`src/rtl/mmlp_pkg.sv`:
```
// shared types, constants and tables of the music macro language parser
`timescale 1ns / 1ps

package mmlp_pkg;

  // field widths
  localparam int unsigned ByteW     = 8;
  localparam int unsigned AccW      = 16;
  localparam int unsigned OctW      = 3;
  localparam int unsigned NoteW     = 7;
  localparam int unsigned LenW      = 7;
  localparam int unsigned DotW      = 4;
  localparam int unsigned TempoW    = 8;
  localparam int unsigned ArticW    = 2;
  localparam int unsigned WaveW     = 3;
  localparam int unsigned SampleW   = 8;
  localparam int unsigned SampleCntW = 9;

  // clamps
  localparam int unsigned OctaveMax   = 6;
  localparam int unsigned LenMax      = 64;
  localparam int unsigned TempoMin    = 32;
  localparam int unsigned TempoMax    = 255;
  localparam int unsigned NoteMax     = 84;
  localparam int unsigned DotMax      = 15;
  localparam int unsigned SampleLimit = 256;
  localparam int unsigned AccMax      = 65535;

  // waveform codes
  localparam logic [WaveW-1:0] WaveSquare   = 3'd0;
  localparam logic [WaveW-1:0] WaveSine     = 3'd1;
  localparam logic [WaveW-1:0] WaveSawtooth = 3'd2;
  localparam logic [WaveW-1:0] WaveRampDown = 3'd3;
  localparam logic [WaveW-1:0] WaveTriangle = 3'd4;
  localparam logic [WaveW-1:0] WaveSample   = 3'd5;

  // articulation codes
  localparam logic [ArticW-1:0] ArticLegato   = 2'd0;
  localparam logic [ArticW-1:0] ArticNormal   = 2'd1;
  localparam logic [ArticW-1:0] ArticStaccato = 2'd2;

  typedef enum logic [3:0] {
    MODE_IDLE    = 4'd0,
    MODE_COMMENT = 4'd1,
    MODE_ONUM    = 4'd2,
    MODE_LNUM    = 4'd3,
    MODE_TNUM    = 4'd4,
    MODE_NNUM    = 4'd5,
    MODE_PNUM    = 4'd6,
    MODE_WNUM    = 4'd7,
    MODE_NACC    = 4'd8,
    MODE_NLEN    = 4'd9,
    MODE_NDIG    = 4'd10,
    MODE_DOTS    = 4'd11,
    MODE_MSEL    = 4'd12,
    MODE_WSEL    = 4'd13
  } mode_e;

  typedef struct packed {
    mode_e               mode;
    logic [AccW-1:0]     acc;
    logic [OctW-1:0]     octave;
    logic [LenW-1:0]     dlen;
    logic [TempoW-1:0]   tempo;
    logic [ArticW-1:0]   artic;
    logic [WaveW-1:0]    wave;
    logic                full;
    logic [SampleW-1:0]  ssel;
    logic [NoteW-1:0]    pnote;
    logic                pkind;
    logic [LenW-1:0]     pden;
    logic [DotW-1:0]     pdots;
  } parse_state_t;

  typedef struct packed {
    logic                kind;
    logic [NoteW-1:0]    note;
    logic [LenW-1:0]     den;
    logic [DotW-1:0]     dots;
    logic [TempoW-1:0]   tempo;
    logic [ArticW-1:0]   artic;
    logic [WaveW-1:0]    wave;
    logic                full;
    logic [SampleW-1:0]  ssel;
    logic                endm;
  } event_t;

  localparam parse_state_t StateReset = '{
    mode:   MODE_IDLE,
    acc:    '0,
    octave: 3'd4,
    dlen:   7'd4,
    tempo:  8'd120,
    artic:  ArticNormal,
    wave:   WaveSquare,
    full:   1'b0,
    ssel:   '0,
    pnote:  '0,
    pkind:  1'b0,
    pden:   '0,
    pdots:  '0
  };

  // semitone offset of note letters a..g within an octave
  function automatic logic [3:0] semitone(input logic [2:0] idx);
    logic [3:0] s;
    case (idx)
      3'd0:    s = 4'd9;
      3'd1:    s = 4'd11;
      3'd2:    s = 4'd0;
      3'd3:    s = 4'd2;
      3'd4:    s = 4'd4;
      3'd5:    s = 4'd5;
      3'd6:    s = 4'd7;
      default: s = 4'd0;
    endcase
    return s;
  endfunction

endpackage

```
`src/rtl/mmlp_text_if.sv`:
```
// text byte channel: valid/ready handshake carrying one character
`timescale 1ns / 1ps

interface mmlp_text_if import mmlp_pkg::*; ();
  logic             valid;
  logic             ready;
  logic [ByteW-1:0] text_byte;
  logic             end_of_text;

  modport source (output valid, output text_byte, output end_of_text, input ready);
  modport sink   (input valid, input text_byte, input end_of_text, output ready);
endinterface

```
`src/rtl/mmlp_event_if.sv`:
```
// note event channel: valid/ready handshake carrying one note or rest event
`timescale 1ns / 1ps

interface mmlp_event_if import mmlp_pkg::*; ();
  logic               valid;
  logic               ready;
  logic               event_kind;
  logic [NoteW-1:0]   note_number;
  logic [LenW-1:0]    length_denominator;
  logic [DotW-1:0]    dot_count;
  logic [TempoW-1:0]  tempo_value;
  logic [ArticW-1:0]  articulation;
  logic [WaveW-1:0]   waveform_kind;
  logic               full_sample_flag;
  logic [SampleW-1:0] sample_index;
  logic               end_marker;

  modport source (
    output valid, output event_kind, output note_number, output length_denominator,
    output dot_count, output tempo_value, output articulation, output waveform_kind,
    output full_sample_flag, output sample_index, output end_marker, input ready
  );
  modport sink (
    input valid, input event_kind, input note_number, input length_denominator,
    input dot_count, input tempo_value, input articulation, input waveform_kind,
    input full_sample_flag, input sample_index, input end_marker, output ready
  );
endinterface

```
`src/rtl/music_macro_language_parser.sv`:
```
// top level of the music macro language parser: parse state, result register, handshakes
`timescale 1ns / 1ps
// an event is registered in the result register when the text byte that closes it is accepted
// throughput: one byte per cycle unless an event stalls; state register updates in one pass
// a byte is taken while a finished event waits, as long as that event leaves in the same cycle
// reset: rst_ni asynchronous active low; octave 4, length 4, tempo 120, normal articulation,
// square wave, sample count 0, parser idle and no event pending

module music_macro_language_parser import mmlp_pkg::*; (
  input  logic                  clk_i,
  input  logic                  rst_ni,
  input  logic                  cfg_we_i,
  input  logic [SampleCntW-1:0] cfg_wdata_i,
  mmlp_text_if.sink             text_i,
  mmlp_event_if.source          event_o
);

  parse_state_t          state_q, state_d;
  logic [SampleCntW-1:0] sample_count_q;
  event_t                event_q, step_event;
  logic                  out_valid_q;
  logic                  step_emit;
  logic                  in_accept;

  // byte can be taken when the result register is empty or drains this cycle
  assign text_i.ready = !out_valid_q || event_o.ready;
  assign in_accept    = text_i.valid && text_i.ready;

  mmlp_step u_step (
    .state_i        (state_q),
    .text_byte_i    (text_i.text_byte),
    .end_of_text_i  (text_i.end_of_text),
    .sample_count_i (sample_count_q),
    .state_o        (state_d),
    .emit_o         (step_emit),
    .event_o        (step_event)
  );

  // parse state advances once per accepted transaction
  always_ff @(posedge clk_i or negedge rst_ni) begin
    if (!rst_ni) begin
      state_q <= StateReset;
    end else if (in_accept) begin
      state_q <= state_d;
    end
  end

  // sample count register, values past the limit act as the limit
  always_ff @(posedge clk_i or negedge rst_ni) begin
    if (!rst_ni) begin
      sample_count_q <= '0;
    end else if (cfg_we_i) begin
      sample_count_q <= (cfg_wdata_i > SampleCntW'(SampleLimit)) ?
                        SampleCntW'(SampleLimit) : cfg_wdata_i;
    end
  end

  // result register valid flag
  always_ff @(posedge clk_i or negedge rst_ni) begin
    if (!rst_ni) begin
      out_valid_q <= 1'b0;
    end else if (in_accept && step_emit) begin
      out_valid_q <= 1'b1;
    end else if (event_o.ready) begin
      out_valid_q <= 1'b0;
    end
  end

  // result payload, no reset needed
  always_ff @(posedge clk_i) begin
    if (in_accept && step_emit) begin
      event_q <= step_event;
    end
  end

  assign event_o.valid              = out_valid_q;
  assign event_o.event_kind         = event_q.kind;
  assign event_o.note_number        = event_q.note;
  assign event_o.length_denominator = event_q.den;
  assign event_o.dot_count          = event_q.dots;
  assign event_o.tempo_value        = event_q.tempo;
  assign event_o.articulation       = event_q.artic;
  assign event_o.waveform_kind      = event_q.wave;
  assign event_o.full_sample_flag   = event_q.full;
  assign event_o.sample_index       = event_q.ssel;
  assign event_o.end_marker         = event_q.endm;

`ifndef SYNTHESIS
  // a waiting event that is not taken blocks the input side
  assert property (@(posedge clk_i) disable iff (!rst_ni)
    (out_valid_q && !event_o.ready) |-> !text_i.ready)
    else $error("byte accepted while result register is stalled");

  // end of text always leaves the parser idle
  assert property (@(posedge clk_i) disable iff (!rst_ni)
    (in_accept && text_i.end_of_text) |=> (state_q.mode == MODE_IDLE))
    else $error("parser not idle after end of text");

  // settings stay inside their clamps
  assert property (@(posedge clk_i) disable iff (!rst_ni)
    (state_q.octave <= OctW'(OctaveMax)) && (state_q.tempo >= TempoW'(TempoMin)) &&
    (state_q.dlen <= LenW'(LenMax)))
    else $error("octave, tempo or default length out of range");

  // a flush event only comes from an end of text transaction
  assert property (@(posedge clk_i) disable iff (!rst_ni)
    (in_accept && step_emit && step_event.endm) |-> text_i.end_of_text)
    else $error("end marker without end of text");

  // an event reaches the result register only from an accepted transaction
  assert property (@(posedge clk_i) disable iff (!rst_ni)
    $rose(out_valid_q) |-> $past(in_accept && step_emit))
    else $error("result became valid without a closing byte");
`endif

endmodule

```
`src/rtl/mmlp_step.sv`:
```
// next-state and event logic of the parser for one text byte
`timescale 1ns / 1ps

module mmlp_step import mmlp_pkg::*; (
  input  parse_state_t          state_i,
  input  logic [ByteW-1:0]      text_byte_i,
  input  logic                  end_of_text_i,
  input  logic [SampleCntW-1:0] sample_count_i,
  output parse_state_t          state_o,
  output logic                  emit_o,
  output event_t                event_o
);

  localparam logic [ByteW-1:0] ChSpace = 8'h20;
  localparam logic [ByteW-1:0] ChTab   = 8'h09;
  localparam logic [ByteW-1:0] ChCr    = 8'h0d;
  localparam logic [ByteW-1:0] ChLf    = 8'h0a;
  localparam logic [ByteW-1:0] ChQuote = 8'h27;
  localparam logic [ByteW-1:0] ChZero  = 8'h30;
  localparam logic [ByteW-1:0] ChNine  = 8'h39;
  localparam logic [ByteW-1:0] ChDot   = 8'h2e;
  localparam logic [ByteW-1:0] ChMinus = 8'h2d;
  localparam logic [ByteW-1:0] ChPlus  = 8'h2b;
  localparam logic [ByteW-1:0] ChHash  = 8'h23;
  localparam logic [ByteW-1:0] ChLess  = 8'h3c;
  localparam logic [ByteW-1:0] ChMore  = 8'h3e;
  localparam logic [ByteW-1:0] ChUpA   = 8'h41;
  localparam logic [ByteW-1:0] ChUpZ   = 8'h5a;
  localparam logic [ByteW-1:0] ChA     = 8'h61;
  localparam logic [ByteW-1:0] ChG     = 8'h67;
  localparam logic [ByteW-1:0] ChF     = 8'h66;
  localparam logic [ByteW-1:0] ChL     = 8'h6c;
  localparam logic [ByteW-1:0] ChM     = 8'h6d;
  localparam logic [ByteW-1:0] ChN     = 8'h6e;
  localparam logic [ByteW-1:0] ChO     = 8'h6f;
  localparam logic [ByteW-1:0] ChP     = 8'h70;
  localparam logic [ByteW-1:0] ChQ     = 8'h71;
  localparam logic [ByteW-1:0] ChR     = 8'h72;
  localparam logic [ByteW-1:0] ChS     = 8'h73;
  localparam logic [ByteW-1:0] ChT     = 8'h74;
  localparam logic [ByteW-1:0] ChW     = 8'h77;

  localparam int unsigned ProdW = AccW + 4;

  function automatic logic [LenW-1:0] clamp_len(input logic [AccW-1:0] v);
    return (v > AccW'(LenMax)) ? LenW'(LenMax) : v[LenW-1:0];
  endfunction

  function automatic logic [DotW-1:0] add_dot(input logic [DotW-1:0] d);
    return (d < DotW'(DotMax)) ? d + DotW'(1) : d;
  endfunction

  // apply a gathered number
  function automatic parse_state_t settle(input parse_state_t st,
                                          input logic [SampleCntW-1:0] scount);
    parse_state_t    r;
    logic [AccW-1:0] v;
    r = st;
    v = st.acc;
    r.mode = MODE_IDLE;
    case (st.mode)
      MODE_ONUM: begin
        r.octave = (v > AccW'(OctaveMax)) ? OctW'(OctaveMax) : v[OctW-1:0];
      end
      MODE_LNUM: begin
        if (v == '0) begin
          r.dlen = (st.wave == WaveSample) ? '0 : LenW'(1);
        end else begin
          r.dlen = clamp_len(v);
        end
      end
      MODE_TNUM: begin
        if (v < AccW'(TempoMin)) begin
          r.tempo = TempoW'(TempoMin);
        end else if (v > AccW'(TempoMax)) begin
          r.tempo = TempoW'(TempoMax);
        end else begin
          r.tempo = v[TempoW-1:0];
        end
      end
      MODE_WNUM: begin
        if (v < AccW'(scount)) begin
          r.ssel = v[SampleW-1:0];
          r.wave = WaveSample;
        end
      end
      MODE_NNUM: begin
        r.pkind = 1'b0;
        r.pnote = (v > AccW'(NoteMax)) ? NoteW'(NoteMax) : v[NoteW-1:0];
        r.pden  = st.dlen;
        r.mode  = MODE_DOTS;
      end
      MODE_PNUM: begin
        r.pkind = 1'b1;
        r.pnote = '0;
        r.pden  = (v == '0) ? LenW'(1) : clamp_len(v);
        r.mode  = MODE_DOTS;
      end
      MODE_NDIG: begin
        r.pden = (st.dlen != '0 && v == '0) ? st.dlen : clamp_len(v);
        r.mode = MODE_DOTS;
      end
      default: ;
    endcase
    return r;
  endfunction

  // interpret a byte as the start of a command
  function automatic parse_state_t do_command(input parse_state_t st,
                                              input logic [ByteW-1:0] c,
                                              input logic [ByteW-1:0] lc);
    parse_state_t r;
    r = st;
    r.mode = MODE_IDLE;
    if (c == ChSpace || (c >= ChTab && c <= ChCr)) begin
      r.mode = MODE_IDLE;
    end else if (c == ChQuote) begin
      r.mode = MODE_COMMENT;
    end else if (lc >= ChA && lc <= ChG) begin
      // twelve semitones per octave, plus one so that note 0 means silence
      r.pnote = NoteW'({1'b0, st.octave, 3'b000}) + NoteW'({2'b00, st.octave, 2'b00})
              + NoteW'(semitone(lc[2:0] - 3'd1)) + NoteW'(1);
      r.pkind = 1'b0;
      r.pden  = st.dlen;
      r.pdots = '0;
      r.mode  = MODE_NACC;
    end else begin
      r.acc = '0;
      case (lc)
        ChO: r.mode = MODE_ONUM;
        ChL: r.mode = MODE_LNUM;
        ChT: r.mode = MODE_TNUM;
        ChN: begin
          r.pdots = '0;
          r.mode  = MODE_NNUM;
        end
        ChP: begin
          r.pdots = '0;
          r.mode  = MODE_PNUM;
        end
        ChM: r.mode = MODE_MSEL;
        ChW: r.mode = MODE_WSEL;
        ChLess: begin
          if (st.octave > '0) r.octave = st.octave - OctW'(1);
        end
        ChMore: begin
          if (st.octave < OctW'(OctaveMax)) r.octave = st.octave + OctW'(1);
        end
        default: ;
      endcase
    end
    return r;
  endfunction

  function automatic event_t make_event(input parse_state_t st, input logic endm);
    event_t e;
    e.kind  = st.pkind;
    e.note  = st.pnote;
    e.den   = st.pden;
    e.dots  = st.pdots;
    e.tempo = st.tempo;
    e.artic = st.artic;
    e.wave  = st.wave;
    e.full  = st.full;
    e.ssel  = st.ssel;
    e.endm  = endm;
    return e;
  endfunction

  function automatic logic is_number_mode(input mode_e m);
    return m == MODE_ONUM || m == MODE_LNUM || m == MODE_TNUM || m == MODE_NNUM ||
           m == MODE_PNUM || m == MODE_WNUM || m == MODE_NDIG;
  endfunction

  logic [ByteW-1:0] lc;
  logic             is_digit;
  logic [3:0]       digit;
  logic [ProdW-1:0] prod;
  logic [AccW-1:0]  acc_push;

  assign lc       = (text_byte_i >= ChUpA && text_byte_i <= ChUpZ) ?
                    (text_byte_i | 8'h20) : text_byte_i;
  assign is_digit = (text_byte_i >= ChZero) && (text_byte_i <= ChNine);
  assign digit    = text_byte_i[3:0];

  // acc * 10 + digit, saturating
  assign prod     = ProdW'({state_i.acc, 3'b000}) + ProdW'({state_i.acc, 1'b0})
                  + ProdW'(digit);
  assign acc_push = (prod > ProdW'(AccMax)) ? AccW'(AccMax) : prod[AccW-1:0];

  always_comb begin
    parse_state_t st;
    logic         done;
    st      = state_i;
    done    = 1'b0;
    emit_o  = 1'b0;
    event_o = make_event(state_i, 1'b0);

    if (end_of_text_i) begin
      if (is_number_mode(st.mode)) st = settle(st, sample_count_i);
      if (st.mode == MODE_NACC || st.mode == MODE_NLEN || st.mode == MODE_DOTS) begin
        emit_o  = 1'b1;
        event_o = make_event(st, 1'b1);
      end
      st.mode = MODE_IDLE;
    end else begin
      // number digits, or settle and fall through with the same byte
      if (is_number_mode(st.mode)) begin
        if (is_digit) begin
          st.acc = acc_push;
          done   = 1'b1;
        end else begin
          st = settle(st, sample_count_i);
        end
      end
      // accidental right after a note letter
      if (!done && st.mode == MODE_NACC) begin
        st.mode = MODE_NLEN;
        if (text_byte_i == ChMinus) begin
          st.pnote = st.pnote - NoteW'(1);
          done     = 1'b1;
        end else if (text_byte_i == ChPlus || text_byte_i == ChHash) begin
          st.pnote = st.pnote + NoteW'(1);
          done     = 1'b1;
        end
      end
      // optional length after a note
      if (!done && st.mode == MODE_NLEN) begin
        if (is_digit) begin
          st.acc  = AccW'(digit);
          st.mode = MODE_NDIG;
          done    = 1'b1;
        end else if (text_byte_i == ChDot) begin
          st.pdots = add_dot(st.pdots);
          st.mode  = MODE_DOTS;
          done     = 1'b1;
        end else begin
          emit_o  = 1'b1;
          event_o = make_event(st, 1'b0);
          st.mode = MODE_IDLE;
        end
      end
      // trailing dots, any other byte closes the event
      if (!done && st.mode == MODE_DOTS) begin
        if (text_byte_i == ChDot) begin
          st.pdots = add_dot(st.pdots);
          done     = 1'b1;
        end else begin
          emit_o  = 1'b1;
          event_o = make_event(st, 1'b0);
          st.mode = MODE_IDLE;
        end
      end
      if (!done) begin
        case (st.mode)
          MODE_COMMENT: begin
            if (text_byte_i == ChLf) st.mode = MODE_IDLE;
          end
          MODE_MSEL: begin
            st.mode = MODE_IDLE;
            case (lc)
              ChL:     st.artic = ArticLegato;
              ChN:     st.artic = ArticNormal;
              ChS:     st.artic = ArticStaccato;
              default: ;
            endcase
          end
          MODE_WSEL: begin
            st.mode = MODE_IDLE;
            if (is_digit) begin
              st.acc  = AccW'(digit);
              st.mode = MODE_WNUM;
            end else begin
              case (lc)
                ChS:     st.wave = WaveSine;
                ChQ:     st.wave = WaveSquare;
                ChW:     st.wave = WaveSawtooth;
                ChR:     st.wave = WaveRampDown;
                ChT:     st.wave = WaveTriangle;
                ChF:     st.full = 1'b1;
                ChN:     st.full = 1'b0;
                default: ;
              endcase
            end
          end
          default: st = do_command(st, text_byte_i, lc);
        endcase
      end
    end
    state_o = st;
  end

endmodule
```
`src/flat_wrapper.sv`:
```
// flat-port wrapper written by rule: the top's interface ports become plain ports
module music_macro_language_parser_flat import mmlp_pkg::*;
  (clk_i, rst_ni, cfg_we_i, cfg_wdata_i, text_i_valid, text_i_text_byte, text_i_end_of_text, text_i_ready, event_o_valid, event_o_event_kind, event_o_note_number, event_o_length_denominator, event_o_dot_count, event_o_tempo_value, event_o_articulation, event_o_waveform_kind, event_o_full_sample_flag, event_o_sample_index, event_o_end_marker, event_o_ready);
  mmlp_text_if text_i_i ();
  mmlp_event_if event_o_i ();
  input  logic clk_i;
  input  logic rst_ni;
  input  logic cfg_we_i;
  input  logic [SampleCntW-1:0] cfg_wdata_i;
  input wire logic [$bits(text_i_i.valid)-1:0] text_i_valid;
  input wire logic [$bits(text_i_i.text_byte)-1:0] text_i_text_byte;
  input wire logic [$bits(text_i_i.end_of_text)-1:0] text_i_end_of_text;
  output wire logic [$bits(text_i_i.ready)-1:0] text_i_ready;
  output wire logic [$bits(event_o_i.valid)-1:0] event_o_valid;
  output wire logic [$bits(event_o_i.event_kind)-1:0] event_o_event_kind;
  output wire logic [$bits(event_o_i.note_number)-1:0] event_o_note_number;
  output wire logic [$bits(event_o_i.length_denominator)-1:0] event_o_length_denominator;
  output wire logic [$bits(event_o_i.dot_count)-1:0] event_o_dot_count;
  output wire logic [$bits(event_o_i.tempo_value)-1:0] event_o_tempo_value;
  output wire logic [$bits(event_o_i.articulation)-1:0] event_o_articulation;
  output wire logic [$bits(event_o_i.waveform_kind)-1:0] event_o_waveform_kind;
  output wire logic [$bits(event_o_i.full_sample_flag)-1:0] event_o_full_sample_flag;
  output wire logic [$bits(event_o_i.sample_index)-1:0] event_o_sample_index;
  output wire logic [$bits(event_o_i.end_marker)-1:0] event_o_end_marker;
  input wire logic [$bits(event_o_i.ready)-1:0] event_o_ready;
  assign text_i_i.valid = text_i_valid;
  assign text_i_i.text_byte = text_i_text_byte;
  assign text_i_i.end_of_text = text_i_end_of_text;
  assign text_i_ready = text_i_i.ready;
  assign event_o_valid = event_o_i.valid;
  assign event_o_event_kind = event_o_i.event_kind;
  assign event_o_note_number = event_o_i.note_number;
  assign event_o_length_denominator = event_o_i.length_denominator;
  assign event_o_dot_count = event_o_i.dot_count;
  assign event_o_tempo_value = event_o_i.tempo_value;
  assign event_o_articulation = event_o_i.articulation;
  assign event_o_waveform_kind = event_o_i.waveform_kind;
  assign event_o_full_sample_flag = event_o_i.full_sample_flag;
  assign event_o_sample_index = event_o_i.sample_index;
  assign event_o_end_marker = event_o_i.end_marker;
  assign event_o_i.ready = event_o_ready;
  music_macro_language_parser u_core (.clk_i(clk_i), .rst_ni(rst_ni), .cfg_we_i(cfg_we_i), .cfg_wdata_i(cfg_wdata_i), .text_i(text_i_i), .event_o(event_o_i));
endmodule
```
`config.mk`:
```
export PLATFORM = sky130hd
export DESIGN_NAME = music_macro_language_parser_flat
export DESIGN_NICKNAME = d
export VERILOG_FILES = /design/src/rtl/mmlp_pkg.sv /design/src/rtl/mmlp_text_if.sv /design/src/rtl/mmlp_event_if.sv /design/src/rtl/music_macro_language_parser.sv /design/src/rtl/mmlp_step.sv /design/src/flat_wrapper.sv
export SDC_FILE = /design/constraint.sdc
export NUM_CORES = 1
export LEC_CHECK = 0
export BUFFER_PORTS_ARGS = -buffer_cell sky130_fd_sc_hd__buf_2
export CORE_ASPECT_RATIO = 1.75
export CORE_UTILIZATION = 40
export DETAILED_ROUTE_END_ITERATION = 10
export REMOVE_ABC_BUFFERS = 1
export SLEW_MARGIN = 15
export SYNTH_ARGS = -nofsm -noshare
export SYNTH_HDL_FRONTEND = slang
export SYNTH_SLANG_ARGS = --single-unit
```
`constraint.sdc`:
```
create_clock -name clk_i -period 11.12 [get_ports clk_i]
set_input_delay 1.112 -clock clk_i [delete_from_list [all_inputs] [get_ports clk_i]]
set_output_delay 1.112 -clock clk_i [all_outputs]
set_load 0.01 [all_outputs]
```
# Word level (Yosys, flattened, before mapping)
# Cells that the tools add are included.
# word_totals
wordCells,252
out_inout_bits,44
ff_bits,123
input_bits,23
# classes
bitwise,1
muxes,116
n_lt_le_gt_ge,20
n_eq_ne,43
addsub,12
reduce_logical,35
# op_table
operator,n
71-bit two-way mux,6
42-bit two-way mux,7
19-bit two-way mux,7
4-bit two-way mux,31
"8-bit by 7-bit == test with 1-bit output, second input constant",11
"8-bit by 6-bit == test with 1-bit output, second input constant",8
7-bit two-way mux,9
51-bit two-way mux,1
16-bit two-way mux,3
20-bit two-way mux,2
8-bit two-way mux,5
"4-bit == test, second input constant",9
"16-bit by 7-bit greater-than comparator with 1-bit output, second input constant",2
16-bit case mux with 2 select lines,1
4-bit case mux with 7 select lines,1
1-bit two-way mux,24
4-bit case mux with 6 select lines,1
7-bit case mux with 3 select lines,1
19-bit by 17-bit adder with 20-bit output,1
20-bit by 4-bit adder with 20-bit output,1
"20-bit by 16-bit greater-than comparator with 1-bit output, second input constant",1
18-bit two-way mux,1
3-bit two-way mux,6
"4-bit by 3-bit == test with 1-bit output, second input constant",4
49 further kinds,84

# Depth between registers and ports, before layout
# logic_depth
depth_word,34
ltp_mapped,17
ltp_nobuf,15

# By module
# From an unflattened synthesis, not the netlist that was laid out.
# unflattened
cells_unflattened,1063
hier_area_um2,9857.0
# by_module_without_submodules
module,cells_each,n_inst,area_each_um2
mmlp_step,830,1,5230.0
music_macro_language_parser,233,1,4626.9

# Worst setup path before layout
# Ideal clock, no wire load.
# synth_timing
path_kind,input to register
start,input text_i_text_byte[6]
end,register u_core.state_q[17] (netlist bit)
t_arrival_ps,4122
path_buffers,2
setup_slack_ps,6866
setup_time_ps,132
t_required_ps,10988
cell_stages,17
cell_sequence,buf_2 nand4bb_1 or2_1 buf_2 nand2_1 o21ai_0 o21ai_0 inv_1 fa_1 inv_1 ha_1 a21o_1 a21oi_1 xor2_1 nor3_1 a221oi_1 o21ai_1
# synth_between
elab_chain_len,22
elab_cells_between_ends,75
cone_classes,add/sub (5); order compare (8); eq/ne (12); mux (37); reduce/logical (13)
# synth_lines
element,line,text
start: declaration,flat_wrapper.sv:11,input wire logic [$bits(text_i_i.text_byte)-1:0] text_i_text_byte;
"parallel branches: the longest is 20 deep, another holds 8-bit by 6-bit greater-or-equal comparator with 1-bit output",n/a,
71-bit two-way mux (*),mmlp_step.sv:254,if (!done) begin
71-bit two-way mux (*),mmlp_step.sv:199,if (end_of_text_i) begin
end signal: assignment,music_macro_language_parser.sv:42,state_q <= StateReset;
end signal: assignment,music_macro_language_parser.sv:44,state_q <= state_d;
end: declaration,music_macro_language_parser.sv:18,"parse_state_t state_q, state_d;"
# Every way passes the cells marked *. The select of a mux whose other input is x is not followed.
# A chain may end at the register's enable or synchronous reset.

# Worst setup path after layout
# layout_timing
start,input text_i_text_byte[1]
end,register u_core.state_q[17] (netlist bit)
# layout_between
elab_chain_len,22
elab_cells_between_ends,89
cone_classes,add/sub (6); order compare (8); eq/ne (17); mux (44); reduce/logical (14)
# layout_lines
element,line
"parallel branches: the longest is 20 deep, another holds 7-bit by 4-bit adder with 7-bit output",n/a
71-bit two-way mux (*),mmlp_step.sv:254
71-bit two-way mux (*),mmlp_step.sv:199
# Marked as above.

==> impl_metrics.yaml <==
worst_setup_path:
  critPathKind: "in -> reg"
  worst_setup_path_end_kind: "register"
  start_kind: "input pin"
  worstPathMaxFanout: 27
  worstPathRequired_ns: 11.44
  cp.arrival_ns: 5.12
pwr:
  p_leak_nw: 4.25
  power_density_nw_per_um2: 129
  vdd_drop_max_v: 0.000108
clock_network:
  worstSkewPairLatency_ns: 0.45
  cts_setup_buffers: 0
  cts_max_level: 4
  cts_resized: 0
  cts_tree: "built"
  clkTransAtPathRegs_ns: 0.06
  hold_buffers: 0
  cts_inserted_buffers: 17
  cts-root-buf: "clkbuf_16"
  clockBufferDepth: 2
  cts_num_sinks: 123
logic_synthesis:
  ys_ff_latch: 123
  synth_top_area_cell: "dfrtp_1"
  synth_edf_count: 42
  netlist_instances: 1052
  synth_area_um2: 9240
  postSynthAreaPerCell_um2: 8.78
  synthMuxAreaShare_pct: 2.76
  ys_seq_area_share_pct: 35.7
  synth_top_family_by_area: "compound AO/OA/AOI/OAI gates"
  ys_types: 99
  async_flop_share_pct: 65.9
  ys_warn_count: 0
  synth_area_leaders: "dfrtp_1, edfxtp_1, ha_1"
  synthSimpleGateAreaFrac_pct: 19.4
  synth_top_area_share_pct: 20.0
  synth_xor_area_share_pct: 2.18
  synth_compound_area_share_pct: 26.0
  synthAdderAreaFrac_pct: 7.83
  ys.flop_type: "dfrtp_1"
die:
  die_w_um: 117
  num_rows: 73
  ioPinCount: 67
  start_util_pct: 40.8
  coreArea_um2: 22700
  die_h_um: 203
  design.die.area_um2: 23700
cells_and_area:
  final_util_pct: 45.1
  syn_to_final_growth_pct: 10.5
  drive_gt1_share_pct: 15.5
  fill_cells: 2280
  n_antenna_cell: 0
  stdcell_count: 1373
  nNetsFinal: 1139
  stdcell_area_um2: 10200
route:
  drt_wl_total_um: 27900
  vias_per_cell: 6.09
  dr.first_iter.drc_count: 649
  wl_per_cell_um: 20.4
  vias: 8362
  ant_nets: 0
  route.detailed.drc: 0
  drt_pass1_iterations: 7
job:
  maxCapViolations: 0
global_route:
  antenna_found_initial: 0
  grtUsageTotal_pct: 25.0
  grt_pass1_vias: 8144
  grt_pass1_wl_um: 44500
  grt_overflow_total: 0
  grt_max_degree: 58
timing:
  hold_viol_final: 0
  worst_pin_slew_ns: 1.05
  worst_hold_slack_ns: 0.449
  fmax_mhz: 208
  period_needed_ns: 4.80
  drv_slew: 0
  max_slew_margin_pct: 29.0
  period_share_pct: 43.2
  rsz0062_at_grt: "no"
  fin_worst_skew_ns: 0.0119
  fin_setup_tns_ns: 0
  finalSetupViolCount: 0
place:
  port_buffers: 66
  dp_hpwl_um: 20000
  post_dp_cell_area_um2: 9640
  dp.cells: 1341
  place_congestion: 0.919
worst_hold_path:
  worst_hold_path_type: "reg -> reg"
outcome:
  status: "finished clean"
cells in the mapped netlist, drive strengths merged, types with 14 or more instances:
cell type	number
a22oi	14
clkbuf	59
nor2	74
dfrtp	74
xnor2	17
a31oi	23
edfxtp	42
o21ai	103
buf	29
ha	53
a21oi	69
nor3	29
nand2	107
inv	46
nand2b	17
nand3	23
area by class of cell:
| type | count | area, µm² | area share [%] |
|---|---|---|---|
| clock buffer | 18 | 429 | 4.21 |
| clock inverter | 14 | 134 | 1.31 |
| inverter | 46 | 173 | 1.69 |
| multi-input combinational | 795 | 5380 | 52.7 |
| sequential | 123 | 3300 | 32.3 |
| tap | 300 | 375 | 3.68 |
| timing repair buffer | 77 | 415 | 4.07 |
placed cells by master, fill, tap and decap left out, drive strengths merged, types with 6 or more instances in the layout:
cell type,instances
mux2i,12
o21ai,103
nor3,29
a32oi,6
a22oi,14
a21oi,69
nor4,12
nand2b,17
o211ai,12
a2bb2oi,6
o22ai,10
o21a,7
xnor2,17
buf,77
a211oi,12
mux2,12
a21o,12
clkbuf,18
ha,53
nor2,74
nand3b,11
a221oi,9
o41ai,6
o31ai,12
a31oi,23
dfstp,7
nor2b,9
xor2,6
and2,10
nand2,107
inv,52
dfrtp,74
nand4,10
a22o,7
edfxtp,42
and3,8
or3,6
nand3,23
per-stage QoR:
step / power, mW / worst slack, ns
finish: 1.32 / 6.32
global route: 1.38 / 6.06
CTS: 1.32 / 6.40
detailed placement: 0.787 / 5.94
global placement: 0.782 / 6.07
floorplan: 0.710 / 6.91
flip-flops by register name, indices dropped and copies added, names as in the netlist:
signal / cells
u_core.event_o.dot_count: 4
u_core.sample_count_q: 9
u_core.event_o.length_denominator: 7
u_core.event_o.valid: 1
u_core.event_o.note_number: 7
u_core.event_o.tempo_value: 8
u_core.state_q: 71
u_core.event_o.articulation: 2
u_core.event_o.waveform_kind: 3
u_core.event_o.sample_index: 8
u_core.event_o.end_marker: 1
u_core.event_o.event_kind: 1
u_core.event_o.full_sample_flag: 1
critical path: stages:
cell and delay [ns]:
buf_2 0.38, o21a_1 0.27, or2_1 0.61, nand2_1 0.35, o21ai_0 0.44, inv_1 0.19
fa_1 0.51, inv_1 0.05, ha_1 0.33, a21o_1 0.17, a21oi_1 0.16, xor2_1 0.16
nor3_1 0.06, a221oi_1 0.23, o21ai_1 0.09
power breakdown:
part / internal (mW) / switching (mW)
logic: 0.101 / 0.144
registers: 0.506 / 0.0308
clock network: 0.311 / 0.228
total: 0.918 / 0.404
final timing paths:
kind	cells after the start	end	startpoint	slack, ns
setup / recovery	15	u_core.state_q[17]	text_i_text_byte[1]	6.32
hold / removal	0	u_core.event_o.sample_index[2]	u_core.state_q[21]	0.45
setup reg to reg	15	u_core.state_q[17]	u_core.state_q[67]	6.84
hold reg to reg	0	u_core.event_o.sample_index[2]	u_core.state_q[21]	0.45
max in group asynchronous	2	u_core.state_q[60]	rst_ni	9.42
min in group asynchronous	1	u_core.state_q[18]	rst_ni	0.59
cell families after synthesis:
group,after synthesis
DFF,123
adders and majority gates,56
buffers and inverters,134
AOI/OAI and AO/OA,349
muxes,24
xor gates and xnor gates,23
and+or+nand+nor,343
layer usage:
| layer | share of wire [%] | up-vias | track usage, % | routed length (µm) |
|---|---|---|---|---|
| met2 | 51 | 315 | 42.7 | 14400 |
| met5 | 0 | - | 0 | 0 |
| li1 | - | 3933 | - | - |
| met1 | 38 | 4032 | 28.7 | 10700 |
| met3 | 5.1 | 82 | 4.09 | 1430 |
| met4 | 4.9 | 0 | 15.2 | 1380 |
Note: power is estimated with default switching activity, not from simulation.
